## config.mk

```make
export PLATFORM = sky130hd
export DESIGN_NAME = lp2c_cordic_cell
export DESIGN_NICKNAME = d
export VERILOG_FILES = /design/src/sv/lidar_polar_to_cartesian_top_assert.svh /design/src/sv/lp2c_pkg.sv /design/src/sv/lp2c_cordic_cell.sv
export SDC_FILE = /design/constraint.sdc
export NUM_CORES = 1
export LEC_CHECK = 0
export BUFFER_PORTS_ARGS = -buffer_cell sky130_fd_sc_hd__buf_2
export CORE_MARGIN = 3
export CORE_UTILIZATION = 49
export CTS_CLUSTER_SIZE = 24
export DETAILED_ROUTE_END_ITERATION = 8
export MAX_ROUTING_LAYER = met4
export PLACE_DENSITY_LB_ADDON = 0.08
export SLEW_MARGIN = 20
export SYNTH_ARGS = -nofsm -noshare
export SYNTH_HDL_FRONTEND = slang
export SYNTH_SLANG_ARGS = --single-unit
```

## constraint.sdc

```tcl
create_clock -name clk -period 6.5 [get_ports clk]
set_clock_uncertainty 0.05 [all_clocks]
set_input_delay 1.3 -clock clk [delete_from_list [all_inputs] [get_ports clk]]
set_output_delay 1.3 -clock clk [all_outputs]
set_load 0.02 [all_outputs]
```

## src/sv/lidar_polar_to_cartesian_top_assert.svh

```systemverilog
// ----------------------------------------------------------------------------
// lidar polar to cartesian assertion macros
// shared assertion forms, clocked on clk and disabled while rst_n is low
// ----------------------------------------------------------------------------
`ifndef LIDAR_POLAR_TO_CARTESIAN_TOP_ASSERT_SVH
`define LIDAR_POLAR_TO_CARTESIAN_TOP_ASSERT_SVH

// same-cycle implication
`define LP2C_ASSERT_IMPL(lbl, ante, cons) \
  lbl: assert property (@(posedge clk) disable iff (!rst_n) (ante) |-> (cons)) \
    else $error("lp2c assertion failed");

// next-cycle implication
`define LP2C_ASSERT_NEXT(lbl, ante, cons) \
  lbl: assert property (@(posedge clk) disable iff (!rst_n) (ante) |=> (cons)) \
    else $error("lp2c assertion failed");

`endif

```

## src/sv/lp2c_pkg.sv

```systemverilog
// ----------------------------------------------------------------------------
// lp2c_pkg
// widths, constants and item sideband type of the polar to cartesian block
// ----------------------------------------------------------------------------
`default_nettype none

package lp2c_pkg;

  localparam int MAX_POINTS_DEF = 1024;

  localparam int DIST_W = 16;
  localparam int ANG_W  = 15;
  localparam int POS_W  = 17;
  localparam int IDX_W  = 10;
  localparam int QUAD_W = 2;
  localparam int REM_W  = 13;

  localparam int FULL_TURN    = 23040;
  localparam int QUARTER_TURN = 5760;

  // remainder to radians: z = r*ZA + floor((r*ZB + ZHALF) / 5760)
  // with pi/2 * 2^30 = 5760*ZA + ZB
  localparam int ZA_W     = 19;
  localparam int ZB_W     = 12;
  localparam int ZA       = 292817;
  localparam int ZB       = 3793;
  localparam int ZHALF    = 2880;
  localparam int P1_W     = 32;
  localparam int P2_W     = 25;
  // floor(w / 5760) = ((w >> 7) * RECIP_M) >> 24, exact for w below 2^25
  localparam int PRE_SH   = 7;
  localparam int U_W      = P2_W - PRE_SH;
  localparam int RECIP_W  = 19;
  localparam int RECIP_M  = 372828;
  localparam int RECIP_SH = 24;
  localparam int M_W      = U_W + RECIP_W;

  localparam int CORDIC_STEPS = 24;
  localparam int XY_W         = 34;
  localparam int Z_W          = 34;
  localparam logic [31:0] GAIN_INV = 32'h26DD3B6A;

  localparam int Q16_W  = 18;
  localparam int PROD_W = 35;

  typedef struct packed {
    logic              keep;
    logic [IDX_W-1:0]  index;
    logic              last;
    logic [DIST_W-1:0] distance;
    logic [QUAD_W-1:0] quad;
  } side_t;

  // atan(2^-step) in q30, truncated
  function automatic logic [31:0] atan_q30(input int step);
    logic [31:0] a;
    case (step)
      0:       a = 32'h3243F6A8;
      1:       a = 32'h1DAC6705;
      2:       a = 32'h0FADBAFC;
      3:       a = 32'h07F56EA6;
      4:       a = 32'h03FEAB76;
      5:       a = 32'h01FFD55B;
      6:       a = 32'h00FFFAAA;
      7:       a = 32'h007FFF55;
      8:       a = 32'h003FFFEA;
      9:       a = 32'h001FFFFD;
      10:      a = 32'h000FFFFF;
      11:      a = 32'h0007FFFF;
      12:      a = 32'h0003FFFF;
      13:      a = 32'h0001FFFF;
      14:      a = 32'h0000FFFF;
      15:      a = 32'h00007FFF;
      16:      a = 32'h00003FFF;
      17:      a = 32'h00001FFF;
      18:      a = 32'h00000FFF;
      19:      a = 32'h000007FF;
      20:      a = 32'h000003FF;
      21:      a = 32'h000001FF;
      22:      a = 32'h000000FF;
      23:      a = 32'h0000007F;
      default: a = 32'h00000000;
    endcase
    return a;
  endfunction

endpackage

`default_nettype wire

```

## src/sv/lp2c_cordic_cell.sv

```systemverilog
// ----------------------------------------------------------------------------
// lp2c_cordic_cell
// one rotation-mode cordic iteration with its own stage register
// ----------------------------------------------------------------------------
`default_nettype none

module lp2c_cordic_cell #(
  parameter int STEP = 0
) (
  input  logic                             clk,
  input  logic                             rst_n,
  input  logic                             up_valid,
  output logic                             up_ready,
  input  logic signed [lp2c_pkg::XY_W-1:0] up_x,
  input  logic signed [lp2c_pkg::XY_W-1:0] up_y,
  input  logic signed [lp2c_pkg::Z_W-1:0]  up_z,
  input  lp2c_pkg::side_t                  up_side,
  output logic                             dn_valid,
  input  logic                             dn_ready,
  output logic signed [lp2c_pkg::XY_W-1:0] dn_x,
  output logic signed [lp2c_pkg::XY_W-1:0] dn_y,
  output logic signed [lp2c_pkg::Z_W-1:0]  dn_z,
  output lp2c_pkg::side_t                  dn_side
);
  import lp2c_pkg::*;

  localparam logic signed [Z_W-1:0] ATAN = $signed(Z_W'(atan_q30(STEP)));

  logic                   v_r;
  logic signed [XY_W-1:0] dx, dy, x_nxt, y_nxt, x_r, y_r;
  logic signed [Z_W-1:0]  z_nxt, z_r;
  side_t                  side_r;

  assign up_ready = !v_r || dn_ready;

  always_comb begin
    dx = up_y >>> STEP;
    dy = up_x >>> STEP;
    if (!up_z[Z_W-1]) begin
      x_nxt = up_x - dx;
      y_nxt = up_y + dy;
      z_nxt = up_z - ATAN;
    end else begin
      x_nxt = up_x + dx;
      y_nxt = up_y - dy;
      z_nxt = up_z + ATAN;
    end
  end

  always_ff @(posedge clk) begin
    if (!rst_n) begin
      v_r <= 1'b0;
    end else if (up_ready) begin
      v_r <= up_valid;
    end
  end

  always_ff @(posedge clk) begin
    if (up_ready) begin
      x_r    <= x_nxt;
      y_r    <= y_nxt;
      z_r    <= z_nxt;
      side_r <= up_side;
    end
  end

  assign dn_valid = v_r;
  assign dn_x     = x_r;
  assign dn_y     = y_r;
  assign dn_z     = z_r;
  assign dn_side  = side_r;

endmodule

`default_nettype wire

```

==> results.cfg <==
[routing]
wl_met1_mm = 14.53
dr.max_layer_used = met4
routedWlPerCell_um = 19.44
drtIter0Drc = 766
vias_per_cell = 5.765
drc_errors = 0
route.met2.wl_mm = 15.18
routed_wl_mm = 33.09
num_vias = 9812
dr.pass1.iters = 5
postRouteAntennaNets = 0
wl_met3_mm = 2.488

[grt]
grt_use_total_pct = 26.98
antenna_found_initial = 0
grt_max_degree = 71
grt_pass1_vias = 9120
globalRouteOverflowTotal = 0
grt_pass1_wl_mm = 50.47

[yosys]
synth_top_area_share_pct = 35.65
synthesis.nets = 1431
synth_area_leader_cell = edfxtp_1
synth_area_leaders = edfxtp_1, ha_1, a21oi_1
async_reset_ff_share_pct = 0
synth.avg_cell_area_um2 = 9.496
yosysUniqueCellTypes = 82
synthFlopType = edfxtp_1
postSynthCellCount = 1162
ys_warn_count = 0
ys_seq_area_share_pct = 35.83
syn_area_um2 = 11030
ys_ff_latch = 132
synth-edff-count = 131

[clock_tree]
clk_pin_slew_ps = 70
clock_latency_ps = 420
cts_tree = done
cts_resized = 0
cts_hold_buf = 0
post_cts.repair.setup_buffers = 0
clock_path_buffers = 2
cts_buffers = 17
clkSinkCount = 132
cts_root_buffer = clkbuf_16
htreeDepth = 4

[final_layout]
area_delta_synth_final_pct = 19.14
final_cells = 1702
final_cell_mix = buf_2, a21oi_1, edfxtp_1, ha_1, inv_1
layout_commonest_cell = buf_2
antennaDiodeCount = 0
nets = 1678
layout-drive-gt1-share_pct = 23.77
fill_cells = 1948

[setup_path]
cp_top_family = compound AO/OA/AOI/OAI gates
worstPathArrival_ps = 4790
r2r_slack_ps = 4140
crit_path_max_fanout = 16
critPathSlowestCell = o31ai_1
max_stage_delay_ps = 690
cp_cell_sequence = buf_2, inv_1, ha_1, and3_1, nand2_1, a2111oi_0, nor3_1, o31ai_1, a31oi_1, o41ai_1, mux2_2, xor2_1
critPathCaptureType = register
critPathRequiredTime_ps = 6610
crit_buf_inv = 2
worstSetupPathType = in2reg
startpoint_type = primary input

[floorplan]
die_y_um = 156.1
rows = 54
coreArea_um2 = 21960
die_w_um = 156.1
start_util_pct = 50.25
ios = 270
dieArea_um2 = 24360

[power_and_ir_drop]
fin_total_pwr_mw = 3.331
cellPowerDensity_nw_per_um2 = 253.4
peakVddDrop_v = 0.0001547
leakage_nw = 6.003

[placement]
gp_congestion = 0.9461
dpl.cell_count = 1670
dp_hpwl_mm = 25.56
numPortBuffers = 269

[min_path]
holdCritPathClass = in2reg

[run]
drv_cap = 0

[run_status]
run_status = finished clean

[sta]
finalCriticalPeriod_ps = 4681
post-route-period-util_pct = 72.02
relSlewSlack_pct = 37.18
tns_ps = 0
rsz0062_at_grt = false
final-hold-violation-count = 0
finalSetupViolCount = 0
tightest_slew_ps = 942.3
slew_violations = 0
clock.fmax_ghz = 0.2136
==> per-layer routing <==
metal	vias to the layer above	global-route usage, %
met1	4564	36.28
li1	4726	-
met5	-	-
met2	466	42.25
met3	56	3.578
met4	0	9.083
==> worst paths after layout <==
path,from,to,depth (start not counted)
setup / recovery,up_x[13],dn_x[31],12
hold / removal,up_side[2],dn_side[2],1
hold reg to reg,dn_valid,dn_side[8],1
setup reg to reg,dn_valid,dn_z[1],2
==> flip-flops by register name, summed over array words and instances (netlist names) <==
signal	cells
dn_side	30
dn_y	34
dn_z	34
dn_x	33
dn_valid	1
==> kinds of logic after synthesis <==
logic type	synth area share (%)
multiplexers	1.928
XOR/XNOR	7.223
AND/OR/NAND/NOR	10.87
buffers and inverters	5.998
adder cells (fa/ha/maj)	15.35
AO/OA/AOI/OAI	22.79
flip-flops	35.83
==> synth_stat cells, drive strengths merged, types with 5 or more instances <==
| library cell | instances |
|---|---|
| nor2b | 14 |
| ha | 129 |
| and2 | 7 |
| nand2 | 60 |
| o21a | 7 |
| nand2b | 6 |
| nor3b | 5 |
| o21bai | 23 |
| edfxtp | 131 |
| nand3 | 13 |
| a31oi | 15 |
| nor3 | 18 |
| mux2i | 19 |
| inv | 117 |
| o2111ai | 5 |
| nor2 | 67 |
| clkbuf | 19 |
| o211ai | 9 |
| nor4 | 8 |
| or3 | 8 |
| buf | 27 |
| a211oi | 10 |
| o31ai | 16 |
| nand4 | 9 |
| o21ai | 74 |
| a21o | 33 |
| a2111oi | 6 |
| and3 | 6 |
| xor2 | 19 |
| xnor2 | 72 |
| or4 | 5 |
| a21boi | 7 |
| a21oi | 134 |
| a221oi | 7 |
==> final cells by class <==
class	instances	area, µm²	share of cell area (%)
multi-input combinational	866	6426	48.88
tap	280	350.3	2.665
timing repair buffer	274	1384	10.53
inverter	118	442.9	3.369
sequential	132	3954	30.08
clock inverter	15	163.9	1.247
clock buffer	17	425.4	3.236
==> stage by stage <==
stage / utilization [%] / instance area (µm²) / setup WS [ps] / hold slack (ps)
2_1_floorplan: - / 11030 / 536.2 / 1349
3_3_place_gp: 57.19 / 12560 / 1727 / 1203
3_5_place_dp: 57.19 / 12560 / 1451 / 1225
4_1_cts: 59.87 / 13150 / 1873 / 985.8
5_1_grt: 59.87 / 13150 / 1644 / 983.8
6_report: 59.87 / 13150 / 1819 / 1004
==> report_power, final <==
| group | switching (mW) | internal (mW) | leakage, nW |
|---|---|---|---|
| Clock | 0.438 | 0.545 | 0.285 |
| Combinational | 0.759 | 0.411 | 4.35 |
| Sequential | 0.0456 | 1.13 | 1.37 |
| Total | 1.24 | 2.09 | 6.00 |
No activity file was read; power rests on OpenSTA's default activity.
