[config.mk]
export PLATFORM = sky130hd
export DESIGN_NAME = lp2c_front
export DESIGN_NICKNAME = d
export VERILOG_FILES = /design/src/sv/lp2c_pkg.sv /design/src/sv/lp2c_front.sv
export VERILOG_INCLUDE_DIRS = /design/src /design/src/sv
export SDC_FILE = /design/constraint.sdc
export NUM_CORES = 1
export LEC_CHECK = 0
export BUFFER_PORTS_ARGS = -buffer_cell sky130_fd_sc_hd__buf_2
export CAP_MARGIN = 20
export CORE_MARGIN = 2
export CORE_UTILIZATION = 45
export DETAILED_ROUTE_END_ITERATION = 8
export PLACE_DENSITY = 0.63
export SLEW_MARGIN = 20
export SYNTH_ARGS = -nofsm -noshare
export SYNTH_HDL_FRONTEND = slang
export SYNTH_SLANG_ARGS = --single-unit
[constraint.sdc]
create_clock -name clk -period 15.6 [get_ports clk]
set_clock_uncertainty 0.15 [all_clocks]
set_input_delay 2.34 -clock clk [delete_from_list [all_inputs] [get_ports clk]]
set_output_delay 2.34 -clock clk [all_outputs]
set_load 0.02 [all_outputs]
[src/sv/lidar_polar_to_cartesian_top_assert.svh]
// ----------------------------------------------------------------------------
// lidar polar to cartesian assertion macros
// shared assertion forms, clocked on clk and disabled while rst_n is low
// ----------------------------------------------------------------------------
`ifndef LIDAR_POLAR_TO_CARTESIAN_TOP_ASSERT_SVH
`define LIDAR_POLAR_TO_CARTESIAN_TOP_ASSERT_SVH

// same-cycle implication
`define LP2C_ASSERT_IMPL(lbl, ante, cons) \
  lbl: assert property (@(posedge clk) disable iff (!rst_n) (ante) |-> (cons)) \
    else $error("lp2c assertion failed");

// next-cycle implication
`define LP2C_ASSERT_NEXT(lbl, ante, cons) \
  lbl: assert property (@(posedge clk) disable iff (!rst_n) (ante) |=> (cons)) \
    else $error("lp2c assertion failed");

`endif

[src/sv/lp2c_pkg.sv]
// ----------------------------------------------------------------------------
// lp2c_pkg
// widths, constants and item sideband type of the polar to cartesian block
// ----------------------------------------------------------------------------
`default_nettype none

package lp2c_pkg;

  localparam int MAX_POINTS_DEF = 1024;

  localparam int DIST_W = 16;
  localparam int ANG_W  = 15;
  localparam int POS_W  = 17;
  localparam int IDX_W  = 10;
  localparam int QUAD_W = 2;
  localparam int REM_W  = 13;

  localparam int FULL_TURN    = 23040;
  localparam int QUARTER_TURN = 5760;

  // remainder to radians: z = r*ZA + floor((r*ZB + ZHALF) / 5760)
  // with pi/2 * 2^30 = 5760*ZA + ZB
  localparam int ZA_W     = 19;
  localparam int ZB_W     = 12;
  localparam int ZA       = 292817;
  localparam int ZB       = 3793;
  localparam int ZHALF    = 2880;
  localparam int P1_W     = 32;
  localparam int P2_W     = 25;
  // floor(w / 5760) = ((w >> 7) * RECIP_M) >> 24, exact for w below 2^25
  localparam int PRE_SH   = 7;
  localparam int U_W      = P2_W - PRE_SH;
  localparam int RECIP_W  = 19;
  localparam int RECIP_M  = 372828;
  localparam int RECIP_SH = 24;
  localparam int M_W      = U_W + RECIP_W;

  localparam int CORDIC_STEPS = 24;
  localparam int XY_W         = 34;
  localparam int Z_W          = 34;
  localparam logic [31:0] GAIN_INV = 32'h26DD3B6A;

  localparam int Q16_W  = 18;
  localparam int PROD_W = 35;

  typedef struct packed {
    logic              keep;
    logic [IDX_W-1:0]  index;
    logic              last;
    logic [DIST_W-1:0] distance;
    logic [QUAD_W-1:0] quad;
  } side_t;

  // atan(2^-step) in q30, truncated
  function automatic logic [31:0] atan_q30(input int step);
    logic [31:0] a;
    case (step)
      0:       a = 32'h3243F6A8;
      1:       a = 32'h1DAC6705;
      2:       a = 32'h0FADBAFC;
      3:       a = 32'h07F56EA6;
      4:       a = 32'h03FEAB76;
      5:       a = 32'h01FFD55B;
      6:       a = 32'h00FFFAAA;
      7:       a = 32'h007FFF55;
      8:       a = 32'h003FFFEA;
      9:       a = 32'h001FFFFD;
      10:      a = 32'h000FFFFF;
      11:      a = 32'h0007FFFF;
      12:      a = 32'h0003FFFF;
      13:      a = 32'h0001FFFF;
      14:      a = 32'h0000FFFF;
      15:      a = 32'h00007FFF;
      16:      a = 32'h00003FFF;
      17:      a = 32'h00001FFF;
      18:      a = 32'h00000FFF;
      19:      a = 32'h000007FF;
      20:      a = 32'h000003FF;
      21:      a = 32'h000001FF;
      22:      a = 32'h000000FF;
      23:      a = 32'h0000007F;
      default: a = 32'h00000000;
    endcase
    return a;
  endfunction

endpackage

`default_nettype wire

[src/sv/lp2c_front.sv]
// ----------------------------------------------------------------------------
// lp2c_front
// point counter, angle reduction to quadrant and remainder, remainder to radians
// ----------------------------------------------------------------------------
`default_nettype none

`include "lidar_polar_to_cartesian_top_assert.svh"

module lp2c_front #(
  parameter int MAX_POINTS = lp2c_pkg::MAX_POINTS_DEF
) (
  input  logic                              clk,
  input  logic                              rst_n,
  input  logic                              in_valid,
  output logic                              in_stall,
  input  logic [lp2c_pkg::DIST_W-1:0]       in_distance,
  input  logic [lp2c_pkg::ANG_W-1:0]        in_angle,
  input  logic                              in_last_in_scan,
  output logic                              dn_valid,
  input  logic                              dn_ready,
  output logic signed [lp2c_pkg::Z_W-1:0]   dn_z,
  output lp2c_pkg::side_t                   dn_side
);
  import lp2c_pkg::*;

  localparam int CNT_W = $clog2(MAX_POINTS + 1);
  localparam logic [CNT_W-1:0] CNT_MAX = CNT_W'(MAX_POINTS);

  logic             v0_r, v1_r, v2_r, v3_r;
  logic             rdy0, rdy1, rdy2, rdy3;
  logic             accept;
  logic [CNT_W-1:0] cnt_r, cnt_nxt;

  logic [ANG_W-1:0]  ang_wrap;
  logic [QUAD_W-1:0] quad_nxt;
  logic [REM_W-1:0]  rem_nxt;
  side_t             side_nxt;

  logic [REM_W-1:0]  rem0_r;
  side_t             side0_r, side1_r, side2_r, side3_r;
  logic [P1_W-1:0]   p1_nxt, p1_r, p1b_r;
  logic [P2_W-1:0]   p2_nxt, p2_r;
  logic [M_W-1:0]    m_nxt, m_r;
  logic signed [Z_W-1:0] z_nxt, z3_r;

  assign rdy3     = !v3_r || dn_ready;
  assign rdy2     = !v2_r || rdy3;
  assign rdy1     = !v1_r || rdy2;
  assign rdy0     = !v0_r || rdy1;
  assign in_stall = !rdy0;
  assign accept   = in_valid && rdy0;

  always_comb begin
    ang_wrap = (in_angle >= ANG_W'(FULL_TURN)) ? in_angle - ANG_W'(FULL_TURN) : in_angle;
    if (ang_wrap >= ANG_W'(3 * QUARTER_TURN)) begin
      quad_nxt = 2'd3;
      rem_nxt  = REM_W'(ang_wrap - ANG_W'(3 * QUARTER_TURN));
    end else if (ang_wrap >= ANG_W'(2 * QUARTER_TURN)) begin
      quad_nxt = 2'd2;
      rem_nxt  = REM_W'(ang_wrap - ANG_W'(2 * QUARTER_TURN));
    end else if (ang_wrap >= ANG_W'(QUARTER_TURN)) begin
      quad_nxt = 2'd1;
      rem_nxt  = REM_W'(ang_wrap - ANG_W'(QUARTER_TURN));
    end else begin
      quad_nxt = 2'd0;
      rem_nxt  = REM_W'(ang_wrap);
    end
    side_nxt.keep     = (in_distance != '0) && (cnt_r < CNT_MAX);
    side_nxt.index    = IDX_W'(cnt_r);
    side_nxt.last     = in_last_in_scan;
    side_nxt.distance = in_distance;
    side_nxt.quad     = quad_nxt;
  end

  // count holds once the scan is full, clears after the closing item
  always_comb begin
    cnt_nxt = cnt_r;
    if (accept) begin
      if (in_last_in_scan) begin
        cnt_nxt = '0;
      end else if (side_nxt.keep) begin
        cnt_nxt = cnt_r + CNT_W'(1);
      end
    end
  end

  always_comb begin
    p1_nxt = P1_W'(rem0_r) * P1_W'(ZA);
    p2_nxt = P2_W'(rem0_r) * P2_W'(ZB) + P2_W'(ZHALF);
    m_nxt  = M_W'(p2_r[P2_W-1:PRE_SH]) * M_W'(RECIP_M);
    z_nxt  = $signed(Z_W'(p1b_r) + Z_W'(m_r[M_W-1:RECIP_SH]));
  end

  always_ff @(posedge clk) begin
    if (!rst_n) begin
      v0_r  <= 1'b0;
      v1_r  <= 1'b0;
      v2_r  <= 1'b0;
      v3_r  <= 1'b0;
      cnt_r <= '0;
    end else begin
      if (rdy0) v0_r <= in_valid;
      if (rdy1) v1_r <= v0_r;
      if (rdy2) v2_r <= v1_r;
      if (rdy3) v3_r <= v2_r;
      cnt_r <= cnt_nxt;
    end
  end

  always_ff @(posedge clk) begin
    if (rdy0) begin
      rem0_r  <= rem_nxt;
      side0_r <= side_nxt;
    end
    if (rdy1) begin
      p1_r    <= p1_nxt;
      p2_r    <= p2_nxt;
      side1_r <= side0_r;
    end
    if (rdy2) begin
      p1b_r   <= p1_r;
      m_r     <= m_nxt;
      side2_r <= side1_r;
    end
    if (rdy3) begin
      z3_r    <= z_nxt;
      side3_r <= side2_r;
    end
  end

  assign dn_valid = v3_r;
  assign dn_z     = z3_r;
  assign dn_side  = side3_r;

  `LP2C_ASSERT_IMPL(a_cnt_bound, 1'b1, cnt_r <= CNT_MAX)
  `LP2C_ASSERT_NEXT(a_cnt_scan_restart, accept && in_last_in_scan, cnt_r == '0)

endmodule

`default_nettype wire

==> summary.md <==
### Run status
* complete, no violations — result of the run

### Synth
* 0.06998 — compound-gate portion of the synthesized area
* 0.06381 — area fraction in and, or, nand and nor cells after synthesis
* adder cells — main combinational cell family by area after synthesis
* 261 — number of enable flip-flop cells after synthesis
* 0.003283 — post-synthesis mux area share
* 0.03663 — Post-Synth XOR/XNOR Area
* 21720 µm² — post-synthesis instance area
* 0 — count of yosys warnings during synthesis
* edfxtp_1 — cell type with the largest total area after synthesis
* 0.3746 — share of the yosys chip area belonging to registers
* 0.3854 — adder and majority gate portion of the synthesized area
* edfxtp_1 — main flop type after synthesis
* 0.3608 — Synth top area share
* 84 — number of distinct standard cells referenced by the synthesized netlist
* 1778 — cells after synthesis
* 2353 — syn nets
* 371 x inv_1, 322 x ha_1, 261 x edfxtp_1 — top cells by instance count after synthesis
* 276 — post-synthesis register bit count
* 12.22 µm² — average size of a mapped cell
* edfxtp_1 36%, fa_1 20%, ha_1 19%, inv_1 6.4%, xnor2_1 2.0% — top cells by area in the synthesized netlist
* inv_1 — cell with the most instances after synthesis
* 0 — async set or reset register ratio after synthesis

### Placed design
* 100 — input/output buffers
* 0.8940 — GPL Wtd Cong
* 23000 µm² — area after detailed placement
* 35350 µm — DP HPWL

### Detailed routing
* 5.133 — via density per instance
* 0 — # DRC
* 4 — drt first pass iters
* 43080 µm — Total Wirelength
* 0 — final antenna-violating net count
* 642 — violation count after the first detailed-routing iteration
* 16.92 µm — average routed wire per standard cell
* 13070 — via count

### Worst setup path
* 6.54 ns — arrival time reported for the critical path endpoint
* 15.76 ns — required time at the worst-slack endpoint
* rem0_r[1] — Reg-to-Reg Start
* reg2reg — kind of critical path
* rem0_r[1] — Setup crit start
* 10 — critical path fanouts, max
* register — type of origin of the critical path
* register — CP Capture Type

### GRT
* 0 — antenna violations before repair
* 14090 — number of global-route vias before repair
* 0.1801 — overall global routing resource usage
* 0 — total overflow reported by the global router
* 71680 µm — wire length of the first global-routing pass
* 82 — pin count of the biggest net entering global routing

### Min path
* p1_r[7] — Hold Path Origin
* reg2reg — worst min path class

### Final layout
* 0.09943 — fraction of final layout cells sized beyond drive strength 1
* 2483 — final layout net count
* 10.78% — area grow syn2layout
* 0 — antenna diode count
* 24070 µm² — post-route cell area

### Timing
* no — RSZ-0062 raised after global routing
* 6.387 ns — final critical path time including I/O delays and setup
* 1.017 ns — transition time at the pin with the least slew margin
* 0.3218 — slew margin rel.
* 0.2668 ns — worst hold slack
* 0 — final count of hold timing violations
* 156.6 MHz — Fmax
* 0 — endpoints failing setup
* 0.4094 — period utilisation layout
* 0 ns — accumulated negative setup slack
* 0 — max-slew violations

### Clocking
* clkbuf_16 — master cell of the clock root buffer
* 0 — # hold bufs at CTS
* 29 — number of buffers created by CTS
* built — TritonCTS clock tree
* 0 — number of post-CTS setup repair buffers
* 3 — Clock Tree Buf Depth
* 0 — post-cts gate resize count
* 0.57 ns — insertion delay of the later-clocked pin in the worst-skew pair
* 1 — H-Tree Depth
* 276 — Sinks on Clock Net
* 0.07 ns — clk slew on worst S/H paths

### Floorplanning
* 102 — I/O pin total
* 0.4550 — initial standard-cell utilization of the core
* 50050 µm² — floorplan die area
* 223.7 µm — Chip Width
* 80 — floorplan row count
* 47750 µm² — Core Area
* 223.7 µm — DIE HEIGHT

### Flow run
* 0 — maxcap violations

-- through the flow --
stage                     utilization  setup slack (ns)  instances
after floorplan                     -             8.796       1778
after global placement         0.4817             9.356       2490
after detailed placement       0.4817             9.243       2490
after CTS                      0.5033             9.200       2544
after global routing           0.5040             8.653       2546
final                          0.5040             9.213       2546
-- cell families (layout without fill, tap and decap cells) --
group | after synthesis | after routing
XOR/XNOR | 90 | 90
AO/OA/AOI/OAI | 221 | 221
multiplexers | 7 | 7
AND/OR/NAND/NOR | 265 | 265
adder cells (fa/ha/maj) | 539 | 539
flip-flops | 276 | 276
other | 1 | 1
buffers and inverters | 379 | 532
-- cell type report --
class	instances	area, µm²
inverter	372	1396
tap	615	769.5
sequential	276	8138
clock buffer	31	733.2
fill	4182	23680
multi-input combinational	1123	12160
timing repair buffer	106	565.5
clock inverter	23	300.3
-- routing by layer --
| layer | global-route usage | up-vias | wire [µm] |
|---|---|---|---|
| li1 | - | 6328 | - |
| met1 | 0.2369 | 6545 | 19520 |
| met2 | 0.3177 | 146 | 21470 |
| met3 | 0.02400 | 49 | 1184 |
| met4 | 0.04022 | 0 | 901 |
| met5 | 0 | - | 0 |
-- critical path: stages (launching register included) --
cell	delay [ns]
edfxtp_1	0.66
inv_1	0.21
fa_1	0.55
inv_1	0.20
fa_1	0.47
fa_1	0.48
fa_1	0.49
inv_1	0.06
fa_1	0.52
inv_1	0.04
ha_1	0.24
or3_1	0.37
nor3b_1	0.24
a211oi_1	0.18
a221oi_1	0.41
a21oi_1	0.19
a221oi_1	0.34
nor2b_1	0.24
o21ai_0	0.11
-- state kept, by name, indices dropped and copies added (netlist names), 13 cells and up --
name	cells
dn_side	30
dn_z	33
m_r	13
p1_r	32
p1b_r	32
p2_r	18
rem0_r	13
side0_r	30
side1_r	30
side2_r	30
-- layout by cell type, fill, tap and decap left out, types with 5 or more instances in the layout --
master     count
xnor2_1       49
mux2i_1        6
nor2_1        49
o211ai_1       9
a31oi_1        5
buf_2        100
nand4_1        8
a21o_1        26
nand2b_1       5
and3_1        16
nor4_1         8
or3_1         15
and2_1         8
nand2_1       63
o21ai_0       34
o21a_1         7
nand3_1       21
nor3_1        25
dfxtp_1       15
bufinv_16      6
nor2b_1        9
o21bai_1       5
clkbuf_16     29
fa_1         217
inv_1        369
xor2_1        40
nor3b_1        5
a21oi_1       62
or2_2         11
ha_1         322
edfxtp_1     261
a211oi_1      12
-- final timing paths --
check	end	slack, ns	cells after the start
setup / recovery	p1_r[31]	9.21	18
hold / removal	p1b_r[7]	0.27	0
setup reg to reg	p1_r[31]	9.21	18
hold reg to reg	p1b_r[7]	0.27	0
Power is not shown: default switching activity piles up to over one toggle a cycle in this logic, so the estimate is an artifact.
