File: src/sv/lidar_polar_to_cartesian_top_assert.svh
// ----------------------------------------------------------------------------
// lidar polar to cartesian assertion macros
// shared assertion forms, clocked on clk and disabled while rst_n is low
// ----------------------------------------------------------------------------
`ifndef LIDAR_POLAR_TO_CARTESIAN_TOP_ASSERT_SVH
`define LIDAR_POLAR_TO_CARTESIAN_TOP_ASSERT_SVH

// same-cycle implication
`define LP2C_ASSERT_IMPL(lbl, ante, cons) \
  lbl: assert property (@(posedge clk) disable iff (!rst_n) (ante) |-> (cons)) \
    else $error("lp2c assertion failed");

// next-cycle implication
`define LP2C_ASSERT_NEXT(lbl, ante, cons) \
  lbl: assert property (@(posedge clk) disable iff (!rst_n) (ante) |=> (cons)) \
    else $error("lp2c assertion failed");

`endif

File: src/sv/lp2c_pkg.sv
// ----------------------------------------------------------------------------
// lp2c_pkg
// widths, constants and item sideband type of the polar to cartesian block
// ----------------------------------------------------------------------------
`default_nettype none

package lp2c_pkg;

  localparam int MAX_POINTS_DEF = 1024;

  localparam int DIST_W = 16;
  localparam int ANG_W  = 15;
  localparam int POS_W  = 17;
  localparam int IDX_W  = 10;
  localparam int QUAD_W = 2;
  localparam int REM_W  = 13;

  localparam int FULL_TURN    = 23040;
  localparam int QUARTER_TURN = 5760;

  // remainder to radians: z = r*ZA + floor((r*ZB + ZHALF) / 5760)
  // with pi/2 * 2^30 = 5760*ZA + ZB
  localparam int ZA_W     = 19;
  localparam int ZB_W     = 12;
  localparam int ZA       = 292817;
  localparam int ZB       = 3793;
  localparam int ZHALF    = 2880;
  localparam int P1_W     = 32;
  localparam int P2_W     = 25;
  // floor(w / 5760) = ((w >> 7) * RECIP_M) >> 24, exact for w below 2^25
  localparam int PRE_SH   = 7;
  localparam int U_W      = P2_W - PRE_SH;
  localparam int RECIP_W  = 19;
  localparam int RECIP_M  = 372828;
  localparam int RECIP_SH = 24;
  localparam int M_W      = U_W + RECIP_W;

  localparam int CORDIC_STEPS = 24;
  localparam int XY_W         = 34;
  localparam int Z_W          = 34;
  localparam logic [31:0] GAIN_INV = 32'h26DD3B6A;

  localparam int Q16_W  = 18;
  localparam int PROD_W = 35;

  typedef struct packed {
    logic              keep;
    logic [IDX_W-1:0]  index;
    logic              last;
    logic [DIST_W-1:0] distance;
    logic [QUAD_W-1:0] quad;
  } side_t;

  // atan(2^-step) in q30, truncated
  function automatic logic [31:0] atan_q30(input int step);
    logic [31:0] a;
    case (step)
      0:       a = 32'h3243F6A8;
      1:       a = 32'h1DAC6705;
      2:       a = 32'h0FADBAFC;
      3:       a = 32'h07F56EA6;
      4:       a = 32'h03FEAB76;
      5:       a = 32'h01FFD55B;
      6:       a = 32'h00FFFAAA;
      7:       a = 32'h007FFF55;
      8:       a = 32'h003FFFEA;
      9:       a = 32'h001FFFFD;
      10:      a = 32'h000FFFFF;
      11:      a = 32'h0007FFFF;
      12:      a = 32'h0003FFFF;
      13:      a = 32'h0001FFFF;
      14:      a = 32'h0000FFFF;
      15:      a = 32'h00007FFF;
      16:      a = 32'h00003FFF;
      17:      a = 32'h00001FFF;
      18:      a = 32'h00000FFF;
      19:      a = 32'h000007FF;
      20:      a = 32'h000003FF;
      21:      a = 32'h000001FF;
      22:      a = 32'h000000FF;
      23:      a = 32'h0000007F;
      default: a = 32'h00000000;
    endcase
    return a;
  endfunction

endpackage

`default_nettype wire

File: src/sv/lp2c_back.sv
// ----------------------------------------------------------------------------
// lp2c_back
// q16 rounding, quadrant mapping, scaling by distance and the output register
// ----------------------------------------------------------------------------
`default_nettype none

module lp2c_back (
  input  logic                              clk,
  input  logic                              rst_n,
  input  logic                              up_valid,
  output logic                              up_ready,
  input  logic signed [lp2c_pkg::XY_W-1:0]  up_x,
  input  logic signed [lp2c_pkg::XY_W-1:0]  up_y,
  input  lp2c_pkg::side_t                   up_side,
  output logic                              out_valid,
  input  logic                              out_stall,
  output logic                              out_point_valid,
  output logic signed [lp2c_pkg::POS_W-1:0] out_pos_x,
  output logic signed [lp2c_pkg::POS_W-1:0] out_pos_y,
  output logic [lp2c_pkg::IDX_W-1:0]        out_point_index,
  output logic                              out_scan_end
);
  import lp2c_pkg::*;

  localparam logic signed [XY_W-1:0]   RND    = XY_W'(8192);
  localparam logic signed [XY_W-1:0]   LIM_HI = XY_W'(65536);
  localparam logic signed [XY_W-1:0]   LIM_LO = -XY_W'(65536);
  localparam logic signed [PROD_W-1:0] TRUNC_ADJ = PROD_W'(65535);

  // round to q16 toward minus infinity after the half offset, then clamp
  function automatic logic signed [Q16_W-1:0] to_q16(input logic signed [XY_W-1:0] v);
    logic signed [XY_W-1:0] t;
    t = (v + RND) >>> 14;
    if (t > LIM_HI) begin
      t = LIM_HI;
    end else if (t < LIM_LO) begin
      t = LIM_LO;
    end
    return Q16_W'(t);
  endfunction

  logic                    vb0_r, vb1_r, out_valid_r;
  logic                    rdy0, rdy1, rdy2;
  logic signed [Q16_W-1:0] s, c, sn_nxt, cs_nxt, sn_r, cs_r;
  side_t                   side0_r, side1_r;
  logic signed [DIST_W:0]  dist_s;
  logic signed [PROD_W-1:0] px_nxt, py_nxt, px_r, py_r, qx_sum, qy_sum;
  logic signed [POS_W-1:0] qx, qy;

  logic                    pv_r, end_r;
  logic signed [POS_W-1:0] posx_r, posy_r;
  logic [IDX_W-1:0]        idx_r;

  assign rdy2     = !out_valid_r || !out_stall;
  assign rdy1     = !vb1_r || rdy2;
  assign rdy0     = !vb0_r || rdy1;
  assign up_ready = rdy0;

  always_comb begin
    s = to_q16(up_y);
    c = to_q16(up_x);
    case (up_side.quad)
      2'd0: begin
        sn_nxt = s;
        cs_nxt = c;
      end
      2'd1: begin
        sn_nxt = c;
        cs_nxt = -s;
      end
      2'd2: begin
        sn_nxt = -s;
        cs_nxt = -c;
      end
      default: begin
        sn_nxt = -c;
        cs_nxt = s;
      end
    endcase
  end

  always_comb begin
    dist_s = $signed({1'b0, side0_r.distance});
    px_nxt = PROD_W'(dist_s) * PROD_W'(sn_r);
    py_nxt = PROD_W'(dist_s) * PROD_W'(cs_r);
    // divide by 2^16 truncating toward zero
    qx_sum = px_r + (px_r[PROD_W-1] ? TRUNC_ADJ : '0);
    qy_sum = py_r + (py_r[PROD_W-1] ? TRUNC_ADJ : '0);
    qx     = qx_sum[16 +: POS_W];
    qy     = qy_sum[16 +: POS_W];
  end

  always_ff @(posedge clk) begin
    if (!rst_n) begin
      vb0_r       <= 1'b0;
      vb1_r       <= 1'b0;
      out_valid_r <= 1'b0;
    end else begin
      if (rdy0) vb0_r <= up_valid;
      if (rdy1) vb1_r <= vb0_r;
      if (rdy2) out_valid_r <= vb1_r;
    end
  end

  always_ff @(posedge clk) begin
    if (rdy0) begin
      sn_r    <= sn_nxt;
      cs_r    <= cs_nxt;
      side0_r <= up_side;
    end
    if (rdy1) begin
      px_r    <= px_nxt;
      py_r    <= py_nxt;
      side1_r <= side0_r;
    end
    if (rdy2) begin
      pv_r   <= side1_r.keep;
      end_r  <= side1_r.last;
      posx_r <= side1_r.keep ? -qx : '0;
      posy_r <= side1_r.keep ? qy : '0;
      idx_r  <= side1_r.keep ? side1_r.index : '0;
    end
  end

  assign out_valid       = out_valid_r;
  assign out_point_valid = pv_r;
  assign out_pos_x       = posx_r;
  assign out_pos_y       = posy_r;
  assign out_point_index = idx_r;
  assign out_scan_end    = end_r;

endmodule

`default_nettype wire

File: config.mk
export PLATFORM = sky130hd
export DESIGN_NAME = lp2c_back
export DESIGN_NICKNAME = d
export VERILOG_FILES = /design/src/sv/lidar_polar_to_cartesian_top_assert.svh /design/src/sv/lp2c_pkg.sv /design/src/sv/lp2c_back.sv
export SDC_FILE = /design/constraint.sdc
export NUM_CORES = 2
export LEC_CHECK = 0
export ABC_CLOCK_PERIOD_IN_PS = 9000
export BUFFER_PORTS_ARGS = -buffer_cell sky130_fd_sc_hd__buf_2
export CELL_PAD_IN_SITES_DETAIL_PLACEMENT = 1
export CELL_PAD_IN_SITES_GLOBAL_PLACEMENT = 1
export CORE_ASPECT_RATIO = 1.4
export CORE_MARGIN = 2
export CORE_UTILIZATION = 51
export CTS_BUF_LIST = sky130_fd_sc_hd__clkbuf_16
export CTS_CLUSTER_DIAMETER = 150
export DETAILED_ROUTE_END_ITERATION = 6
export PLACE_DENSITY = 0.84
export REMOVE_ABC_BUFFERS = 1
export SYNTH_ARGS = -nofsm -noshare
export SYNTH_HDL_FRONTEND = slang
export SYNTH_SLANG_ARGS = --single-unit
File: constraint.sdc
create_clock -name clk -period 9 [get_ports clk]
set_input_delay 1.35 -clock clk [delete_from_list [all_inputs] [get_ports clk]]
set_output_delay 1.35 -clock clk [all_outputs]
set_load 0.1 [all_outputs]
==> summary.md <==
| Metric | Value |
|---|---|
| Commonest cells in the netlist | `773 x inv_1, 586 x fa_1, 454 x nand2_1` |
| Postcts setup bufs | `0` |
| Area growth from synthesis to layout | `5.82%` |
| Bufs on Longest Clock Path | `2` |
| WHS | `425 ps` |
| Met3 WL post-DR | `3500 µm` |
| DRC | `0` |
| Worst Tran Pin Value | `1260 ps` |
| Final wirelength | `92700 µm` |
| Pleak | `17.0 nW` |
| Cells after synthesis | `3523` |
| Synthesized cell area | `33000 µm²` |
| Die area | `66900 µm²` |
| Worst vdd ir | `0.642 mV` |
| Metal-1 WL | `33100 µm` |
| First-pass GRT wire length | `150000 µm` |
| Final Hold Viols | `0` |
| RSZ-0062 raised after global routing | `false` |
| Via count | `25192` |
| DP Area | `34300 µm²` |
| Area of the multi-input gates | `23800 µm²` |
| Final setup margin | `1270 ps` |
| Met2 wire length | `50100 µm` |
| Post-synth top area cell | `fa_1` |
| Seq/Total Area, Yosys | `0.174` |
| All-layer global routing usage | `0.291` |
| Dominant cells by area after synthesis | `fa_1 35%, edfxtp_1 17%, inv_1 8.8%` |
| Die H | `305 µm` |
| Drt pass-1 iters | `5` |
| Initial antenna violation count | `7` |
| Finish-stage setup viols | `0` |
| F_max | `0.129 GHz` |
| Max_slew headroom | `0.161` |
| Setup TNS | `0 ps` |
| Routability congestion estimate | `0.906` |
| Crit. End Element | `register` |
| Post-place setup slack | `1340 ps` |
| Design area | `35000 µm²` |
| CTS Buf Count | `17` |
| Crit path time final | `7730 ps` |
| Max-slew violations | `0` |
| Vias in the first global route | `29083` |
| Yosys warnings | `0` |
| HPWL after detailed placement | `73800 µm` |
| Effective utilization at floorplan | `0.514` |
| Post-CTS Hold Fix Bufs | `0` |
| Async set-reset flop share out of synthesis | `0` |
| Syn_area_per_cell | `9.38 µm²` |
| Clk_skew | `20.7 ps` |
| Routed WL per cell | `21.1 µm` |
| Number of library cell types mapped by synthesis | `90` |
| Grt total ovfl | `0` |
| Share of post-route cells with drive strength above 1 | `0.0619` |
| Synth top area share | `0.355` |
| Clock Pin Slew Worst Setup and Hold Paths | `100 ps` |
| Post-CTS Resized | `0` |
| Fillers | `7378` |
| Num rows | `110` |
| CTS tree | `built` |
| Most frequent cell after synthesis | `inv_1` |
| Hold Path Class | `register to register` |
| H-tree levels | `4` |
| Pwr Density | `395 nW/µm²` |
| Main synth FF type | `edfxtp_1` |
| Crit path required time | `9270 ps` |
| Clock Latency Late Sink | `510 ps` |
| Core area | `64300 µm²` |
| Register area | `5770 µm²` |
| Antenna viol nets, final | `0` |
| Critical Path AT | `8000 ps` |
| Worst-path fanout max | `21` |
| Crit start category | `register` |
| Clock root cell | `clkbuf_16` |
| Num ports | `150` |
| DR top layer | `met4` |
| Nets | `4442` |
| Post-synth EDFFs | `190` |
| Clock sinks | `193` |
| Final period util | `0.859` |
| DR vias/cell | `5.72` |
| Iteration-0 DRC count of the detailed router | `1385` |
| Yosys reg bits | `193` |
| Outcome | `finished, final reports clean` |
| Port bufs | `123` |
| Largest net degree at the start of global routing | `81` |
| Crit path kind | `register to register` |
| Maxcap violations | `0` |
| Die width | `219 µm` |
sequential cells by signal, summed over array words and instances, names as in the netlist, 12 cells and up:
name       count
cs_r          18
side1_r       12
px_r          34
out_pos_y     17
dist_s        16
sn_r          18
out_pos_x     17
side0_r       12
py_r          34
path summary, 6_finish.rpt:
kind                    startpoint                    end  slack (ps)  cells past startpoint
max           dist_s[12]$_DFFE_PP_     py_r[34]$_DFFE_PP_        1270                     22
min          side0_r[23]$_DFFE_PP_  side1_r[23]$_DFFE_PP_         420                      0
max reg2reg   dist_s[12]$_DFFE_PP_     py_r[34]$_DFFE_PP_        1270                     22
min reg2reg  side0_r[23]$_DFFE_PP_  side1_r[23]$_DFFE_PP_         420                      0
layout by cell type (no fill, tap or decap), types with 8 or more instances in the layout:
| cell type | count |
|---|---|
| nor2_1 | 115 |
| o211ai_1 | 12 |
| xnor2_1 | 98 |
| o31ai_1 | 9 |
| o21ai_0 | 60 |
| nand2_1 | 452 |
| nor2b_1 | 13 |
| edfxtp_1 | 190 |
| buf_4 | 26 |
| o22ai_1 | 8 |
| fa_1 | 586 |
| and4_1 | 8 |
| mux4_2 | 8 |
| nor3_1 | 48 |
| ha_1 | 213 |
| buf_2 | 123 |
| a31oi_1 | 16 |
| inv_1 | 772 |
| clkbuf_16 | 17 |
| and3_1 | 17 |
| o21bai_1 | 15 |
| a211oi_1 | 13 |
| mux2i_1 | 19 |
| a21oi_1 | 86 |
| nand3_1 | 43 |
| o21a_1 | 15 |
| nand2b_1 | 19 |
| or3_1 | 12 |
| xor2_1 | 36 |
| nand4_1 | 33 |
| and2_1 | 261 |
| a21o_1 | 34 |
| or4_1 | 9 |
| nor4_1 | 19 |
metal layers:
layer  GRT usage  vias to the layer above
met3      0.0323                      305
met2       0.533                      783
met4       0.178                        0
met5           0                        -
li1            -                    11044
met1       0.319                    13060
power breakdown:
group          leakage, nW  internal [mW]  switching, mW
Combinational         14.5           4.50           6.46
Sequential            2.14           1.74          0.249
Clock                0.301          0.385          0.465
kinds of logic (layout without fill, tap and decap cells):
| family | count (synthesis) | after routing | synth area share |
|---|---|---|---|
| and+or+nand+nor | 1084 | 1084 | 0.163 |
| buffers and inverters | 924 | 955 | 0.106 |
| adders and majority gates | 799 | 799 | 0.436 |
| AOI/OAI and AO/OA | 359 | 359 | 0.0738 |
| DFF | 193 | 193 | 0.174 |
| xor gates and xnor gates | 134 | 134 | 0.0355 |
| muxes | 30 | 30 | 0.0122 |
| other | 0 | 7 | 0 |
layout make-up:
type | count | area share
Clock buffer | 17 | 0.0122
Sequential cell | 193 | 0.165
Antenna cell | 7 | 0.000501
Tap cell | 840 | 0.0301
Multi-Input combinational cell | 2406 | 0.680
Inverter | 774 | 0.0831
Clock inverter | 15 | 0.00569
Timing Repair Buffer | 149 | 0.0232
stage by stage:
| step | util | power, mW | instances |
|---|---|---|---|
| 6_report | 0.544 | 13.8 | 4401 |
| 5_1_grt | 0.544 | 15.3 | 4401 |
| 4_1_cts | 0.544 | 13.9 | 4394 |
| 3_5_place_dp | 0.534 | 13.0 | 4362 |
| 3_3_place_gp | 0.534 | 12.0 | 4362 |
| 2_1_floorplan | - | 10.1 | 3373 |
worst max-delay path: stages, from the launching register on:
cell and delay [ps]:
edfxtp_1 700, buf_4 360, and2_1 190, fa_1 510, inv_1 60, fa_1 480
inv_1 60, fa_1 470, fa_1 550, fa_1 570, inv_1 60, fa_1 520
inv_1 40, ha_1 370, a21oi_1 270, nand2b_1 80, a2111oi_0 820, o31ai_1 300
a21o_1 260, o41ai_1 420, o21bai_1 120, a21oi_1 190, xnor2_1 80
Power figures use the tool's default switching activity.
